==> config.mk <==
export PLATFORM = sky130hd
export DESIGN_NAME = line_editor_tokenizer_unit
export DESIGN_NICKNAME = d
export VERILOG_FILES = /design/src/design/letok_pkg.sv /design/src/design/letok_store.sv /design/src/design/line_editor_tokenizer_unit.sv
export VERILOG_INCLUDE_DIRS = /design/src /design/src/design
export SDC_FILE = /design/constraint.sdc
export NUM_CORES = 1
export LEC_CHECK = 0
export BUFFER_PORTS_ARGS = -buffer_cell sky130_fd_sc_hd__buf_2
export CORE_MARGIN = 2
export CORE_UTILIZATION = 60
export DETAILED_ROUTE_END_ITERATION = 7
export HOLD_SLACK_MARGIN = 0.05
export PLACE_DENSITY = 0.77
export SYNTH_ARGS = -nofsm -noshare
export SYNTH_HDL_FRONTEND = slang
export SYNTH_SLANG_ARGS = --single-unit
==> constraint.sdc <==
create_clock -name clk -period 3.5 [get_ports clk]
set_input_delay 0.7 -clock clk [delete_from_list [all_inputs] [get_ports clk]]
set_output_delay 0.7 -clock clk [all_outputs]
set_load 0.01 [all_outputs]
==> src/design/line_editor_tokenizer_unit_defines.svh <==
// Assertion helpers for the line editor tokenizer unit.
// Each macro expects clk and rst_n in scope.
`ifndef LINE_EDITOR_TOKENIZER_UNIT_DEFINES_SVH
`define LINE_EDITOR_TOKENIZER_UNIT_DEFINES_SVH

`ifndef SYNTHESIS
`define LETOK_ASSERT_NOW(name, ante, cons) \
    name: assert property (@(posedge clk) disable iff (!rst_n) (ante) |-> (cons)) \
        else $error("letok check failed: same-cycle implication");
`define LETOK_ASSERT_NEXT(name, ante, cons) \
    name: assert property (@(posedge clk) disable iff (!rst_n) (ante) |=> (cons)) \
        else $error("letok check failed: next-cycle implication");
`else
`define LETOK_ASSERT_NOW(name, ante, cons)
`define LETOK_ASSERT_NEXT(name, ante, cons)
`endif

`endif

==> src/design/letok_pkg.sv <==
package letok_pkg;

    // Default sizes
    localparam int LINE_DEPTH_DEF = 32;
    localparam int MAX_TOKENS_DEF = 4;

    // Character codes
    localparam logic [7:0] CH_CR      = 8'd13;
    localparam logic [7:0] CH_LF      = 8'd10;
    localparam logic [7:0] CH_BS      = 8'd8;
    localparam logic [7:0] CH_SPACE   = 8'd32;
    localparam logic [7:0] CH_NUL     = 8'd0;
    localparam logic [7:0] CH_UPPER_A = 8'd65;
    localparam logic [7:0] CH_UPPER_Z = 8'd90;
    localparam logic [7:0] CASE_SHIFT = 8'd32;

    // Result kinds
    localparam logic KIND_ECHO  = 1'b0;
    localparam logic KIND_TOKEN = 1'b1;

    typedef enum logic [1:0] {
        ST_IDLE,
        ST_WALK,
        ST_FLUSH
    } state_t;

    typedef struct packed {
        logic       kind;
        logic [7:0] ch;
        logic [1:0] tok;
        logic       tend;
        logic       drop;
        logic       last;
    } item_t;

    // Lower A-Z, pass everything else
    function automatic logic [7:0] lower_char(input logic [7:0] c);
        logic [7:0] r;
        r = c;
        if (c >= CH_UPPER_A && c <= CH_UPPER_Z)
        begin
            r = c + CASE_SHIFT;
        end
        return r;
    endfunction

endpackage

==> src/design/letok_store.sv <==
module letok_store import letok_pkg::*; #(
    parameter int DEPTH = LINE_DEPTH_DEF,
    parameter int AW    = $clog2(DEPTH)
) (
    input  logic          clk,
    input  logic          wr_en,
    input  logic [AW-1:0] wr_addr,
    input  logic [7:0]    wr_data,
    input  logic          rd_en,
    input  logic [AW-1:0] rd_addr,
    output logic [7:0]    rd_data
);

    logic [7:0] mem [DEPTH];

    // Write one byte of the line
    always_ff @(posedge clk)
    begin
        if (wr_en)
        begin
            mem[wr_addr] <= wr_data;
        end
    end

    // Registered read, data holds while no read is issued
    always_ff @(posedge clk)
    begin
        if (rd_en)
        begin
            rd_data <= mem[rd_addr];
        end
    end

endmodule

==> src/design/line_editor_tokenizer_unit.sv <==
// Line editor with space tokenizer. Every received byte on the slave stream is
// echoed first (tuser 0). Ordinary bytes are appended to a line store of
// LINE_DEPTH bytes (extra bytes are dropped), backspace removes the last byte,
// and CR or LF on a non-empty line walks the stored line and emits each
// space-separated token, A-Z lowered, as tuser 1 items with the token number
// and an end mark; tokens past MAX_TOKENS are dropped and flagged on the final
// item, which also carries tlast. A stored NUL ends the line early. An
// ordinary byte or backspace is taken in ST_IDLE and the block is ready again
// once ST_FLUSH has sent its echo item. An end of line walks the stored line,
// reading one byte per cycle from the single read port of the line store; a
// stalled master stream holds the walk. An input item is accepted while the
// previous result still waits in the output register.
`include "line_editor_tokenizer_unit_defines.svh"

module line_editor_tokenizer_unit import letok_pkg::*; #(
    parameter int LINE_DEPTH = LINE_DEPTH_DEF,
    parameter int MAX_TOKENS = MAX_TOKENS_DEF
) (
    input  logic        clk,
    input  logic        rst_n,
    input  logic        s_axis_tvalid,
    output logic        s_axis_tready,
    input  logic [7:0]  s_axis_tdata,   // [7:0] rx_char
    output logic        m_axis_tvalid,
    input  logic        m_axis_tready,
    output logic [15:0] m_axis_tdata,   // [7:0] out_char, [9:8] token_number,
                                        // [10] token_end, [11] tokens_dropped
    output logic        m_axis_tuser,   // [0] kind
    output logic        m_axis_tlast
);

    localparam int LW = $clog2(LINE_DEPTH + 1);
    localparam int AW = $clog2(LINE_DEPTH);
    localparam int TW = $clog2(MAX_TOKENS + 1);

    state_t        state_reg, state_next;
    logic [LW-1:0] line_len_reg, line_len_next;
    logic [LW-1:0] rd_ptr_reg, rd_ptr_next;
    logic          data_valid_reg, data_valid_next;
    logic          data_last_reg, data_last_next;
    logic [TW-1:0] ntok_reg, ntok_next;
    logic [TW-1:0] cur_tok_reg, cur_tok_next;
    logic          in_tok_reg, in_tok_next;
    logic          skip_reg, skip_next;
    logic          dropped_reg, dropped_next;
    item_t         pend_reg, pend_next;
    logic          out_valid_reg, out_valid_next;
    item_t         out_item_reg, out_item_next;

    logic          wr_en;
    logic          rd_en;
    logic [7:0]    rd_data;
    logic [LW-1:0] rd_ptr_inc;
    logic          out_free;
    logic          is_nul;
    logic          is_space;
    logic          new_tok;
    logic          tok_ok;
    logic          emit;
    logic          consume;
    logic [TW-1:0] emit_tok;
    logic [TW+1:0] emit_tok_ext;

    letok_store #(
        .DEPTH (LINE_DEPTH),
        .AW    (AW)
    ) u_store (
        .clk     (clk),
        .wr_en   (wr_en),
        .wr_addr (line_len_reg[AW-1:0]),
        .wr_data (s_axis_tdata),
        .rd_en   (rd_en),
        .rd_addr (rd_ptr_reg[AW-1:0]),
        .rd_data (rd_data)
    );

    // Decode the byte coming out of the store
    assign out_free     = !out_valid_reg || m_axis_tready;
    assign rd_ptr_inc   = rd_ptr_reg + LW'(1);
    assign is_nul       = (rd_data == CH_NUL);
    assign is_space     = (rd_data == CH_SPACE);
    assign new_tok      = !in_tok_reg;
    assign tok_ok       = (ntok_reg < TW'(MAX_TOKENS));
    assign emit         = data_valid_reg && !is_nul && !is_space
                          && (new_tok ? tok_ok : !skip_reg);
    assign consume      = data_valid_reg && (!emit || out_free);
    assign emit_tok     = new_tok ? ntok_reg : cur_tok_reg;
    assign emit_tok_ext = {2'b00, emit_tok};

    // Next state and datapath control
    always_comb
    begin
        state_next      = state_reg;
        line_len_next   = line_len_reg;
        rd_ptr_next     = rd_ptr_reg;
        data_valid_next = data_valid_reg;
        data_last_next  = data_last_reg;
        ntok_next       = ntok_reg;
        cur_tok_next    = cur_tok_reg;
        in_tok_next     = in_tok_reg;
        skip_next       = skip_reg;
        dropped_next    = dropped_reg;
        pend_next       = pend_reg;
        out_valid_next  = out_valid_reg && !m_axis_tready;
        out_item_next   = out_item_reg;
        wr_en           = 1'b0;
        rd_en           = 1'b0;

        unique case (state_reg)
            ST_IDLE:
            begin
                if (s_axis_tvalid)
                begin
                    pend_next    = '{kind: KIND_ECHO, ch: s_axis_tdata, tok: 2'd0,
                                     tend: 1'b0, drop: 1'b0, last: 1'b0};
                    dropped_next = 1'b0;
                    state_next   = ST_FLUSH;
                    if (s_axis_tdata == CH_BS)
                    begin
                        if (line_len_reg != '0)
                        begin
                            line_len_next = line_len_reg - LW'(1);
                        end
                    end
                    else if (s_axis_tdata == CH_CR || s_axis_tdata == CH_LF)
                    begin
                        if (line_len_reg != '0)
                        begin
                            state_next      = ST_WALK;
                            rd_ptr_next     = '0;
                            data_valid_next = 1'b0;
                            ntok_next       = '0;
                            in_tok_next     = 1'b0;
                            skip_next       = 1'b0;
                        end
                    end
                    else if (line_len_reg < LW'(LINE_DEPTH))
                    begin
                        wr_en         = 1'b1;
                        line_len_next = line_len_reg + LW'(1);
                    end
                end
            end

            ST_WALK:
            begin
                // Issue the next read when the data stage is free or draining
                if (rd_ptr_reg < line_len_reg && (!data_valid_reg || consume))
                begin
                    rd_en           = 1'b1;
                    rd_ptr_next     = rd_ptr_inc;
                    data_last_next  = (rd_ptr_inc == line_len_reg);
                    data_valid_next = 1'b1;
                end
                else if (consume)
                begin
                    data_valid_next = 1'b0;
                end

                // Process the byte in the data stage
                if (consume)
                begin
                    if (is_nul)
                    begin
                        state_next = ST_FLUSH;
                    end
                    else
                    begin
                        if (is_space)
                        begin
                            in_tok_next = 1'b0;
                            if (pend_reg.kind == KIND_TOKEN)
                            begin
                                pend_next.tend = 1'b1;
                            end
                        end
                        else if (new_tok)
                        begin
                            in_tok_next = 1'b1;
                            if (tok_ok)
                            begin
                                ntok_next    = ntok_reg + TW'(1);
                                cur_tok_next = ntok_reg;
                                skip_next    = 1'b0;
                            end
                            else
                            begin
                                skip_next    = 1'b1;
                                dropped_next = 1'b1;
                            end
                        end

                        // Push the held item out and hold the new character
                        if (emit)
                        begin
                            out_valid_next = 1'b1;
                            out_item_next  = pend_reg;
                            pend_next      = '{kind: KIND_TOKEN,
                                               ch: lower_char(rd_data),
                                               tok: emit_tok_ext[1:0],
                                               tend: 1'b0, drop: 1'b0, last: 1'b0};
                        end
                        if (data_last_reg)
                        begin
                            state_next = ST_FLUSH;
                        end
                    end
                end

                // Leave the walk with an empty line
                if (state_next == ST_FLUSH)
                begin
                    data_valid_next = 1'b0;
                    line_len_next   = '0;
                end
            end

            ST_FLUSH:
            begin
                // Send the final item of this input
                if (out_free)
                begin
                    out_valid_next     = 1'b1;
                    out_item_next      = pend_reg;
                    out_item_next.tend = pend_reg.kind;
                    out_item_next.drop = dropped_reg;
                    out_item_next.last = 1'b1;
                    state_next         = ST_IDLE;
                end
            end

            default:
            begin
                state_next = ST_IDLE;
            end
        endcase
    end

    // Control registers
    always_ff @(posedge clk or negedge rst_n)
    begin
        if (!rst_n)
        begin
            state_reg      <= ST_IDLE;
            line_len_reg   <= '0;
            rd_ptr_reg     <= '0;
            data_valid_reg <= 1'b0;
            data_last_reg  <= 1'b0;
            ntok_reg       <= '0;
            cur_tok_reg    <= '0;
            in_tok_reg     <= 1'b0;
            skip_reg       <= 1'b0;
            dropped_reg    <= 1'b0;
            out_valid_reg  <= 1'b0;
        end
        else
        begin
            state_reg      <= state_next;
            line_len_reg   <= line_len_next;
            rd_ptr_reg     <= rd_ptr_next;
            data_valid_reg <= data_valid_next;
            data_last_reg  <= data_last_next;
            ntok_reg       <= ntok_next;
            cur_tok_reg    <= cur_tok_next;
            in_tok_reg     <= in_tok_next;
            skip_reg       <= skip_next;
            dropped_reg    <= dropped_next;
            out_valid_reg  <= out_valid_next;
        end
    end

    // Payload registers
    always_ff @(posedge clk)
    begin
        pend_reg     <= pend_next;
        out_item_reg <= out_item_next;
    end

    // Drive the streams
    assign s_axis_tready = (state_reg == ST_IDLE);
    assign m_axis_tvalid = out_valid_reg;
    assign m_axis_tdata  = {4'b0000, out_item_reg.drop, out_item_reg.tend,
                            out_item_reg.tok, out_item_reg.ch};
    assign m_axis_tuser  = out_item_reg.kind;
    assign m_axis_tlast  = out_item_reg.last;

    // Checks
    `LETOK_ASSERT_NOW(a_data_only_in_walk, data_valid_reg, state_reg == ST_WALK)
    `LETOK_ASSERT_NOW(a_len_in_range, 1'b1, line_len_reg <= LW'(LINE_DEPTH))
    `LETOK_ASSERT_NOW(a_tok_in_range, 1'b1, ntok_reg <= TW'(MAX_TOKENS))
    `LETOK_ASSERT_NEXT(a_busy_after_accept, s_axis_tvalid && s_axis_tready,
                       state_reg != ST_IDLE)

endmodule
==> flow_summary.json <==
{
  "dieArea_um2": 23000,
  "synth_ff_type": "edfxtp_1",
  "grt_pass1_wl_mm": 42.8,
  "synth-edff-count": 290,
  "dpl.hpwl_mm": 18.0,
  "setup_viol": 0,
  "async_flop_share": 0.0794,
  "pwr-share-clk": 0.376,
  "ir_drop_mv": 0.492,
  "p_sw_frac": 0.242,
  "syn_area_um2": 13100,
  "fin_nets": 814,
  "finalPower_mw": 8.96,
  "place_congestion": 0.911,
  "antenna_found_initial": 0,
  "cts.repair.resized": 0,
  "drc": 0,
  "skew_ns": 0.00884,
  "wl_mm": 28.1,
  "wire_per_inst_um": 25.9,
  "initial_core_util": 0.615,
  "drt-initial-drc-count": 788,
  "p_seq_frac": 0.504,
  "ys_ff_latch": 315,
  "grt_max_degree": 35,
  "antenna_cells": 0,
  "largest_reg_flops": 256,
  "ys_warn_count": 0,
  "cp.required_ns": 3.94,
  "avgSynthCellArea_um2": 18.5,
  "vias": 6992,
  "grt_use_total": 0.256,
  "cts_buffers": 31,
  "worst-slew-pin-transition_ns": 0.711,
  "drtPass1Iterations": 5,
  "htree_levels": 1,
  "combPwrFrac": 0.120,
  "max-cap-violations": 0,
  "port_buffers": 27,
  "grt_pass1_vias": 7229,
  "die_y_um": 152,
  "intPower_mw": 6.79,
  "grt_overflow": 0,
  "synthCells": 705,
  "ys_seq_area_frac": 0.715,
  "final.setup.worst_slack_ns": 0.500,
  "clkTransAtPathRegs_ns": 0.07,
  "rsz0062_at_grt": "false",
  "leakage_nw": 4.97,
  "synth_top_area_share": 0.667,
  "vias_per_cell": 6.45,
  "holdBufCountCts": 0,
  "fp.dieW_um": 152,
  "holdWs_ns": 0.141,
  "num_rows": 53,
  "cts_root_buffer": "clkbuf_16",
  "numClockSinks": 315,
  "utilization": 0.700,
  "critical_path_class": "primary input to register",
  "arrival_ns": 3.44,
  "final.setup.tns_ns": 0,
  "ant_nets": 0,
  "area_growth_pct": 13.8,
  "p_switching_mw": 2.17,
  "yosysTopAreaCell": "edfxtp_1",
  "yosys.cell_types.count": 62,
  "hold_class": "primary input to asynchronous set/reset pin",
  "period_share": 0.857,
  "hold_viol_final": 0,
  "crit_path_max_fanout": 5,
  "drv_slew": 0,
  "outcome": "completed",
  "cts_tree": "yes",
  "drive_gt1_frac": 0.297,
  "slew_headroom": 0.522,
  "synth_area_leaders": "edfxtp_1 (67%), mux4_2 (14%), dfrtp_1 (4.8%)",
  "io_pins": 32,
  "postCtsSetupBuffers": 0,
  "coreArea_um2": 21200,
  "cp-end-kind": "register",
  "fmax_ghz": 0.333,
  "fin_crit_ns": 3.00,
  "cts_max_path_buffers": 3,
  "insertion_delay_ns": 0.56,
  "cp-start-kind": "primary input",
  "pre_cts_ws_ns": 0.0271,
  "powerDensity_nw_per_um2": 603
}
-- final timing paths --
check                                           from  depth (start not counted)  slack [ns]                      endpoint
hold / removal                                 rst_n                          1        0.14     rd_ptr_reg[4]$_DFFE_PN0P_
max in group asynchronous                      rst_n                          1        2.92     rd_ptr_reg[0]$_DFFE_PN0P_
hold reg to reg               pend_reg[12]$_DFFE_PP_                          0        0.43     m_axis_tdata[7]$_DFFE_PP_
min in group clk              pend_reg[12]$_DFFE_PP_                          0        0.43     m_axis_tdata[7]$_DFFE_PP_
setup reg to reg           rd_ptr_reg[0]$_DFFE_PN0P_                          4        0.68  u_store.rd_data[7]$_DFFE_PP_
setup / recovery                     s_axis_tdata[4]                         11        0.50   line_len_reg[5]$_DFFE_PN0P_
-- cell type report --
| class | count | area (µm²) |
|---|---|---|
| flip-flops and latches | 315 | 9340 |
| clock inverters | 23 | 259 |
| well taps | 275 | 344 |
| repair buffers | 82 | 561 |
| fillers | 1303 | 6360 |
| clock buffers | 34 | 787 |
| multi-input cells | 336 | 3490 |
| inverters | 19 | 71.3 |
-- layout by cell type (no fill, tap or decap), types with 9 or more instances in the layout --
| cell type | n |
|---|---|
| a21oi_1 | 15 |
| nor2_1 | 52 |
| nor3_1 | 9 |
| buf_2 | 27 |
| buf_4 | 54 |
| clkbuf_16 | 31 |
| nand2_1 | 24 |
| mux2_2 | 15 |
| clkinv_2 | 10 |
| inv_1 | 19 |
| ha_1 | 16 |
| o21ai_0 | 10 |
| dfrtp_1 | 23 |
| edfxtp_1 | 290 |
| mux4_2 | 80 |
| nand3_1 | 15 |
-- power groups by stage --
stage / clock [mW] / combinational [mW] / sequential [mW]
after floorplan: 0 / 0.667 / 4.55
after global placement: 0 / 1.01 / 4.57
after detailed placement: 0 / 1.05 / 4.59
after CTS: 3.41 / 1.06 / 4.51
after global routing: 3.55 / 1.17 / 4.53
final: 3.37 / 1.07 / 4.51
-- worst max-delay path, cell delays in order --
cell and delay, ns:
buf_2 0.13, nor4_1 0.55, nand4b_1 0.22, inv_1 0.22, ha_1 0.27, a21oi_1 0.20
nor2_1 0.07, a2111oi_0 0.48, xnor2_1 0.16, and3_1 0.21, a211o_1 0.22
-- cells by family (layout without fill, tap and decap cells) --
logic type,Yosys count,after routing,synth area share
AOI/OAI and AO/OA,71,71,0.0392
xor gates and xnor gates,10,10,0.00671
adders and majority gates,17,17,0.0169
muxes,97,97,0.152
and+or+nand+nor,137,137,0.0513
buffers and inverters,57,158,0.0184
DFF,315,315,0.715
other,1,4,0.000287
-- synthesized netlist by cell type (3+ instances only) --
cell type	n
edfxtp_1	290
o21ai_0	10
mux2_2	15
a22o_2	4
nand3_1	15
a211o_1	3
nand2_1	24
nand2b_1	4
buf_4	5
a31oi_1	4
nor4_1	3
o211ai_1	5
dfrtp_1	25
ha_1	16
clkbuf_1	22
mux4_2	80
buf_2	6
buf_1	5
inv_1	19
o2bb2ai_1	6
nor2_1	52
a21oi_1	15
xnor2_1	8
o22ai_1	3
nor3_1	9
or3_1	3
nand4_1	3
and2_1	5
and3_1	4
-- layer usage --
metal | track usage | wire length, µm
met5 | 0 | 0
met4 | 0.0958 | 1120
met1 | 0.368 | 11400
met3 | 0.0455 | 1980
met2 | 0.404 | 13600
-- through the flow --
step                std cells  cell area, µm²
floorplan                 708           13100
global placement         1027           13800
detailed placement       1027           13800
CTS                      1084           14900
global route             1084           14900
finish                   1084           14900
Note: power is estimated with default switching activity, not from simulation.
